## config.mk

```make
export PLATFORM = sky130hd
export DESIGN_NAME = crde_ctrl
export DESIGN_NICKNAME = d
export VERILOG_FILES = /design/src/design/assert_macros.svh /design/src/design/crde_pkg.sv /design/src/design/crde_ctrl.sv
export SDC_FILE = /design/constraint.sdc
export NUM_CORES = 1
export LEC_CHECK = 0
export BUFFER_PORTS_ARGS = -buffer_cell sky130_fd_sc_hd__buf_2
export CAP_MARGIN = 20
export CORE_ASPECT_RATIO = 0.5
export CORE_MARGIN = 1.5
export CORE_UTILIZATION = 30
export CTS_CLUSTER_DIAMETER = 120
export DETAILED_ROUTE_END_ITERATION = 12
export PLACE_DENSITY = 0.59
export SLEW_MARGIN = 20
export SYNTH_ARGS = -nofsm -noshare
export SYNTH_HDL_FRONTEND = slang
export SYNTH_SLANG_ARGS = --single-unit
```

## constraint.sdc

```tcl
create_clock -name clock -period 4.55 [get_ports clock]
set_clock_uncertainty 0.05 [all_clocks]
set_input_delay 0.91 -clock clock [delete_from_list [all_inputs] [get_ports clock]]
set_output_delay 0.91 -clock clock [all_outputs]
set_load 0.1 [all_outputs]
```

## src/design/assert_macros.svh

```systemverilog
// Assertion macros of the draw engine, used by its top level.
// Depends on nothing; included by files that carry concurrent assertions.
`ifndef ASSERT_MACROS_SVH
`define ASSERT_MACROS_SVH

// Same-cycle implication, sampled on the rising clock edge, off during reset.
`define CRDE_ASSERT_IMP(lbl, clk, rst, ante, cons, msg) \
   lbl: assert property (@(posedge clk) disable iff (rst) (ante) |-> (cons)) else $error(msg);

// Next-cycle implication, sampled on the rising clock edge, off during reset.
`define CRDE_ASSERT_NXT(lbl, clk, rst, ante, cons, msg) \
   lbl: assert property (@(posedge clk) disable iff (rst) (ante) |=> (cons)) else $error(msg);

`endif

```

## src/design/crde_pkg.sv

```systemverilog
// Shared types, constants and span tables of the clipped rectangle draw engine.
// Depends on nothing; used by crde_ctrl, crde_dp and the top level.
package crde_pkg;

   localparam int unsigned DEF_SCREEN_WIDTH  = 160;
   localparam int unsigned DEF_SCREEN_HEIGHT = 128;

   localparam int unsigned COLOR_W = 16;
   localparam int unsigned COORD_W = 16;
   localparam int unsigned PCT_W   = 8;
   localparam int unsigned OP_W    = 3;
   localparam int unsigned STEP_W  = 3;

   // Signed width that holds every span corner and end before clipping.
   localparam int unsigned SPAN_W  = 19;
   // Width times percentage for a positive width, and its quotient by the scale.
   localparam int unsigned PROD_W  = 23;
   localparam int unsigned FRONT_W = 17;

   localparam int unsigned PCT_SCALE   = 100;
   localparam int unsigned RECIP_SHIFT = 30;
   localparam int unsigned RECIP_W     = 24;
   localparam longint unsigned PCT_RECIP = (64'd1 << RECIP_SHIFT) / PCT_SCALE;
   localparam int unsigned SCALED_W = PROD_W + RECIP_W;

   typedef enum logic [OP_W-1:0] {
      OP_PIXEL    = 3'd0,
      OP_HLINE    = 3'd1,
      OP_VLINE    = 3'd2,
      OP_OUTLINE  = 3'd3,
      OP_FILL     = 3'd4,
      OP_PROGRESS = 3'd5,
      OP_READ     = 3'd6
   } op_type;

   typedef enum logic [2:0] {
      SPAN_PIXEL  = 3'd0,
      SPAN_TOP    = 3'd1,
      SPAN_BOTTOM = 3'd2,
      SPAN_LEFT   = 3'd3,
      SPAN_RIGHT  = 3'd4,
      SPAN_FULL   = 3'd5,
      SPAN_BACK   = 3'd6,
      SPAN_FRONT  = 3'd7
   } span_kind_type;

   typedef struct packed {
      logic [OP_W-1:0]           op;
      logic signed [COORD_W-1:0] pos_x;
      logic signed [COORD_W-1:0] pos_y;
      logic signed [COORD_W-1:0] width;
      logic signed [COORD_W-1:0] height;
      logic [PCT_W-1:0]          percent;
      logic [COLOR_W-1:0]        color;
      logic [COLOR_W-1:0]        back_color;
   } req_payload_type;

   typedef struct packed {
      logic [COLOR_W-1:0] read_color;
      logic               read_valid;
   } rsp_payload_type;

   // Commands from the controller to the datapath.
   typedef struct packed {
      logic          clear;
      logic          latch;
      logic          mul;
      logic          scale;
      logic          fix;
      logic          setup;
      span_kind_type kind;
      logic          start;
      logic          draw;
      logic          rd_issue;
      logic          load_rsp;
   } cmd_type;

   // Status from the datapath to the controller.
   typedef struct packed {
      logic [OP_W-1:0] op;
      logic            empty;
      logic            span_done;
      logic            clear_done;
      logic            rsp_free;
   } sts_type;

   // Span drawn at a given step of a command.
   function automatic span_kind_type span_kind_f(input logic [OP_W-1:0] op,
                                                 input logic [STEP_W-1:0] step);
      span_kind_type k;
      k = SPAN_PIXEL;
      case (op)
         OP_HLINE: begin
            k = SPAN_TOP;
         end
         OP_VLINE: begin
            k = SPAN_LEFT;
         end
         OP_FILL: begin
            k = SPAN_FULL;
         end
         OP_OUTLINE: begin
            case (step)
               3'd0:    k = SPAN_TOP;
               3'd1:    k = SPAN_BOTTOM;
               3'd2:    k = SPAN_LEFT;
               default: k = SPAN_RIGHT;
            endcase
         end
         OP_PROGRESS: begin
            case (step)
               3'd0:    k = SPAN_BACK;
               3'd1:    k = SPAN_FRONT;
               3'd2:    k = SPAN_TOP;
               3'd3:    k = SPAN_BOTTOM;
               3'd4:    k = SPAN_LEFT;
               default: k = SPAN_RIGHT;
            endcase
         end
         default: begin
            k = SPAN_PIXEL;
         end
      endcase
      return k;
   endfunction

   // True when the given step is the final span of the command.
   function automatic logic span_last_f(input logic [OP_W-1:0] op,
                                        input logic [STEP_W-1:0] step);
      logic last;
      last = 1'b1;
      case (op)
         OP_OUTLINE:  last = (step == 3'd3);
         OP_PROGRESS: last = (step == 3'd5);
         default:     last = 1'b1;
      endcase
      return last;
   endfunction

endpackage

```

## src/design/crde_ctrl.sv

```systemverilog
// Controller state machine of the draw engine: sequences clearing, spans and reads.
// Depends on crde_pkg; drives crde_dp through the command struct.
module crde_ctrl (
   input  logic              clock,
   input  logic              reset,
   input  logic              req_valid,
   output logic              req_stall,
   output crde_pkg::cmd_type cmd,
   input  crde_pkg::sts_type sts
);

   typedef enum logic [10:0] {
      ST_CLEAR  = 11'b000_0000_0001,
      ST_IDLE   = 11'b000_0000_0010,
      ST_DECODE = 11'b000_0000_0100,
      ST_MUL    = 11'b000_0000_1000,
      ST_SCALE  = 11'b000_0001_0000,
      ST_FIX    = 11'b000_0010_0000,
      ST_SETUP  = 11'b000_0100_0000,
      ST_START  = 11'b000_1000_0000,
      ST_DRAW   = 11'b001_0000_0000,
      ST_READ   = 11'b010_0000_0000,
      ST_FINISH = 11'b100_0000_0000
   } state_type;

   state_type                     state_ff, state_in;
   logic [crde_pkg::STEP_W-1:0]   step_ff, step_in;
   logic                          last_span;
   logic                          is_read;

   assign last_span = crde_pkg::span_last_f(sts.op, step_ff);
   assign is_read   = (sts.op == crde_pkg::OP_READ);

   always_comb begin
      state_in  = state_ff;
      step_in   = step_ff;
      cmd       = '0;
      cmd.kind  = crde_pkg::span_kind_f(sts.op, step_ff);
      req_stall = 1'b1;
      case (state_ff)
         ST_CLEAR: begin
            cmd.clear = 1'b1;
            if (sts.clear_done) begin
               state_in = ST_IDLE;
            end
         end
         ST_IDLE: begin
            req_stall = 1'b0;
            if (req_valid) begin
               cmd.latch = 1'b1;
               state_in  = ST_DECODE;
            end
         end
         ST_DECODE: begin
            step_in = '0;
            if (sts.op == crde_pkg::OP_PROGRESS) begin
               state_in = ST_MUL;
            end else if (sts.op <= crde_pkg::OP_READ) begin
               state_in = ST_SETUP;
            end else begin
               state_in = ST_FINISH;
            end
         end
         ST_MUL: begin
            cmd.mul  = 1'b1;
            state_in = ST_SCALE;
         end
         ST_SCALE: begin
            cmd.scale = 1'b1;
            state_in  = ST_FIX;
         end
         ST_FIX: begin
            cmd.fix  = 1'b1;
            state_in = ST_SETUP;
         end
         ST_SETUP: begin
            cmd.setup = 1'b1;
            state_in  = ST_START;
         end
         ST_START: begin
            cmd.start = 1'b1;
            if (sts.empty) begin
               if (last_span) begin
                  state_in = ST_FINISH;
               end else begin
                  step_in  = step_ff + 3'd1;
                  state_in = ST_SETUP;
               end
            end else if (is_read) begin
               state_in = ST_READ;
            end else begin
               state_in = ST_DRAW;
            end
         end
         ST_DRAW: begin
            cmd.draw = 1'b1;
            if (sts.span_done) begin
               if (last_span) begin
                  state_in = ST_FINISH;
               end else begin
                  step_in  = step_ff + 3'd1;
                  state_in = ST_SETUP;
               end
            end
         end
         ST_READ: begin
            cmd.rd_issue = 1'b1;
            state_in     = ST_FINISH;
         end
         ST_FINISH: begin
            if (sts.rsp_free) begin
               cmd.load_rsp = 1'b1;
               state_in     = ST_IDLE;
            end
         end
         default: begin
            state_in = ST_CLEAR;
         end
      endcase
   end

   always_ff @(posedge clock) begin
      if (reset) begin
         state_ff <= ST_CLEAR;
         step_ff  <= '0;
      end else begin
         state_ff <= state_in;
         step_ff  <= step_in;
      end
   end

endmodule

```

Yosys cells after proc, flatten, opt, wreduce, memory -nomap -nowiden. Cells that the tools add are included.

Register bits after elaboration: 14. Output and inout port bits: 14.

Equal/unequal tests: 27. Reduce and logical (&&, ||, !) cells: 4. Order comparisons: 1. Muxes and demuxes: 31. Add/subtract/negate cells: 1.

Operator list (number): $pmux W11 S11 (1); $mux W11 (8); $pmux W3 S5 (2); $pmux W3 S3 (2); $eq A3 B3 Y1 const B (5); $mux W1 (13); $eq A3 B2 Y1 const B (4); $eq A11 B1 Y1 const B (1); $eq A11 B10 Y1 const B (1); $eq A11 B11 Y1 const B (1); $eq A11 B2 Y1 const B (1); $eq A11 B3 Y1 const B (1); $eq A11 B4 Y1 const B (1); $eq A11 B5 Y1 const B (1); $eq A11 B6 Y1 const B (1); $eq A11 B7 Y1 const B (1); $eq A11 B8 Y1 const B (1); $eq A11 B9 Y1 const B (1); $mux W10 (1); $ne A2 B2 Y1 const B (5); $mux W3 (3); $eq A3 B1 Y1 const B (2); $reduce_and A4 Y1 (1); $add A3 B1 Y3 const B (1); other kinds (5) (5).

Depth between registers and ports, before layout.
Depth after elaboration: 5. Mapped depth: 9. Gate-level depth less buffers: 8.

Worst setup path after synthesis. No wires, ideal clock.

Kind: reg-to-output. From: register state_ff[0]. To: output port cmd[7] (netlist bit). Setup slack: -0.685 ns. Arrival: 4.275 ns. Required time: 3.590 ns. Cell stages (with the launch flop): 4. Cells stage by stage: dfxtp_1 -> or4_1 -> clkbuf_8 -> nor4b_1.

RTL lines: start: declaration (line crde_ctrl.sv:26) `state_type state_ff, state_in;`; start signal: assignment (line crde_ctrl.sv:127) `state_ff <= state_in;`; end: declaration (line crde_ctrl.sv:8) `output crde_pkg::cmd_type cmd,`.

==> impl_summary.log <==
INFO  metric synth-warning-count = 0
INFO  metric run_status = finished, final reports clean
INFO  metric clockBufferDepth = 2
INFO  metric final_layout_size_suffix_gt1_share = 23.8%
INFO  metric power_leakage = around 0.54 nW
INFO  metric hold_viol_final = 0
INFO  metric clk_pin_slew = 0.06 ns
INFO  metric cell_by_cell_trace_of_the_critical_path = or4_1, nor4_1, nand2_1, nor2_1, buf_2
INFO  metric timing_worst_slew_pin_value = 0.704 ns
INFO  metric area_growth_syn_to_layout = 11.7%
INFO  metric critical_path.slowest_cell = or4_1
INFO  metric grt_first_pass_wirelength = 4.73 mm
INFO  metric synth_largest_type_area_fraction = approximately 23%
INFO  metric die_area = between 0.004 and 0.005 mm^2
INFO  metric synth-compound-area-share = about a fifth
INFO  metric critical_path.max_stage_delay = a little under 0.8 ns
INFO  metric cts_resized = 0
INFO  metric initial_utilization = around 31%
INFO  metric crit_arrival = approximately 2.6 ns
INFO  metric design.portCount = 24
INFO  metric global_route.usage.total = a little over an eighth
INFO  metric final_core_utilization = 34.9%
INFO  metric cts_tree = built
INFO  metric instances_no_fill = 226
INFO  metric drt_first_iter_violations = 81
INFO  metric yosys.area_share.simple = about 40%
INFO  metric synth-main-ff-cell = dfxtp_1
INFO  metric timing.final.setup_violations = 0
INFO  metric syn-mean-instance-area = between 7 and 8 um^2
INFO  metric number_of_nets_in_the_finished_design = between 150 and 200
INFO  metric parity_gate_share_of_the_synthesized_area_counting_xor_and_xnor_cells = 1.44%
INFO  metric cts_setup_buffers = 0
INFO  metric post_synth_instance_area = around 0.0012 mm^2
INFO  metric post-route-drc-count = 0
INFO  metric vias_per_cell = between 5 and 6
INFO  metric timing.critical_path.to_type = primary output
INFO  metric synth_top_family_by_area = simple AND/OR/NAND/NOR gates
INFO  metric synth.yosys.seq_area_share = between 20% and 30%
INFO  metric finalSetupTns = 0 ns
INFO  metric power.density_cell_area = ~320 mW/mm^2
INFO  metric syn-num-nets = 171
INFO  metric yosys-top-cells-area = dfxtp_1 23%, nor2_1 5.6%, ha_1 5.2%
INFO  metric synth_cell_type_count = 53
INFO  metric fmax = around 0.28 GHz
INFO  metric antenna_found_initial = 0
INFO  metric synthesis.instances = 156
INFO  metric critPathKind = register to primary output
INFO  metric die_x = approximately 93 um
INFO  metric fin_crit_sh = 77.6%
INFO  metric worst_hold_slack = a little under 0.5 ns
INFO  metric drt-total-wl = ~2.8 mm
INFO  metric ys_ff_latch = 14
INFO  metric maximum_fanout_count_along_the_critical_path = 12
INFO  metric min_path_type = register to register
INFO  metric grt_pass1_vias = between 1000 and 1500
INFO  metric grt_max_degree = 14
INFO  metric post_synth_arst_share = 0%
INFO  metric gr-total-overflow = 0
INFO  metric grt_setup_unrepaired = false
INFO  metric top_cell_type_by_total_area_after_synthesis = dfxtp_1
INFO  metric final_replace_weighted_congestion = 0.833
INFO  metric numCtsBuffers = 3
INFO  metric drt_first_pass_iters = 4
INFO  metric slew-limit-headroom = around 53%
INFO  metric multiplexer_area_fraction_after_synthesis = under 10%
INFO  metric die_h = between 40 and 50 um
INFO  metric cp.buffers_inverters = 1
INFO  metric diodes = 0
INFO  metric worst_setup_path_start_kind = register
INFO  metric cp_data_required_time = 3.59 ns
INFO  metric numPortBuffers = 23
INFO  metric numPlacedInstances = 223
INFO  metric adder_cell_area_share_of_the_yosys_netlist = under 10%
INFO  metric timing.critical_path.max_delay_family = simple AND/OR/NAND/NOR gates
INFO  metric fp-row-count = 16
INFO  metric via_count = between 1000 and 1500
INFO  metric timing.max_cap.violations = 0
INFO  metric period_needed = between 3 and 4 ns
INFO  metric irDropWorstVdd = 0.122 mV
INFO  metric detailed_route_wire_length_per_cell = roughly 12 um
INFO  metric tritoncts_num_sinks = 14
INFO  metric slew_viol_final = 0
INFO  metric hold_buffers = 0
INFO  metric std_cell_core_area = just under 0.004 mm^2
INFO  metric cts_root_buffer = clkbuf_8
INFO  metric detailed_place_hpwl = ~2.2 mm
INFO  metric clock_latency = 0.25 ns
INFO  metric synth-edff-count = 0
INFO  metric cts_htree_levels = 1
INFO  metric final_antenna_net_count = 0
-- registers in the layout, indices dropped and copies added, names as in the netlist --
| signal | cells |
|---|---|
| step_ff | 3 |
| state_ff | 11 |
-- cells in the final DEF, fill, tap and decap left out, drive strengths merged, types with 2 or more instances in the layout --
cell	n
buf	23
nor2	19
nand2	14
dfxtp	14
a21oi	10
inv	8
nor4	7
o21ai	6
ha	5
nor3	4
nor2b	4
nor3b	4
or4	4
and2	3
nand2b	3
clkbuf	3
or3b	3
a211oi	3
nand3	2
or2b	2
nand3b	2
and3	2
or2	2
mux2	2
nor4b	2
or3	2
-- path summary, 6_finish.rpt --
path	start	end	slack [ns]	depth (start not counted)
worst max-delay path	state_ff[0]	cmd[8]	1.02	5
worst min-delay path	step_ff[1]	step_ff[1]	0.50	2
worst max register to register	state_ff[4]	state_ff[10]	1.98	6
worst min register to register	step_ff[1]	step_ff[1]	0.50	2
-- synth_stat cells (all sizes together) (2+ instances only) --
cell / instances
nand3: 2
clkbuf: 4
inv: 8
ha: 5
or3: 2
nor2: 19
nor3: 4
nor4: 7
buf: 6
or2: 2
a211oi: 3
nand2: 14
dfxtp: 14
nor3b: 4
or3b: 3
nor2b: 4
mux2: 2
nand3b: 2
and3: 2
or2b: 2
or4: 4
nor4b: 2
and2: 3
o21ai: 6
nand2b: 3
a21oi: 10
-- kinds of logic after synthesis --
family / after synthesis
compound gates: 33
xor+xnor: 2
fa+ha+maj: 5
buf+inv: 18
flops: 14
mux: 2
simple gates: 82
-- cell type report --
class / count / area (um^2)
well taps: 54 / 67.6
inverters: 8 / 30.0
clock buffers: 3 / 41.3
repair buffers: 23 / 115
fillers: 438 / 2530
multi-input cells: 124 / 820
flip-flops and latches: 14 / 280
-- tightest hold or removal path: stages, from the launching register on --
cell	delay [ns]
dfxtp_1	0.34
nand3b_1	0.09
a21oi_1	0.06
-- stage by stage --
step	cell area, um^2	setup slack [ns]	power (mW)
2_1_floorplan	1230	0.173	0.314
3_3_place_gp	1310	1.37	0.337
3_5_place_dp	1310	1.30	0.338
4_1_cts	1350	1.02	0.443
5_1_grt	1350	0.859	0.463
6_report	1350	1.02	0.439
-- routing by layer --
metal,track usage [%],vias to the layer above,wire [um]
li1,-,605,-
met1,17.9,523,1350
met3,3.49,3,172
met5,0,-,0
met2,23.4,29,1280
met4,3.33,0,16
-- where the power goes --
group	internal [mW]	total (mW)	switching [mW]	leakage [nW]
Sequential	0.130	0.144	0.0132	0.113
Clock	0.0587	0.103	0.0447	0.0216
Combinational	0.0568	0.192	0.135	0.407
Total	0.246	0.439	0.193	0.542
Power figures use the tool's default switching activity.
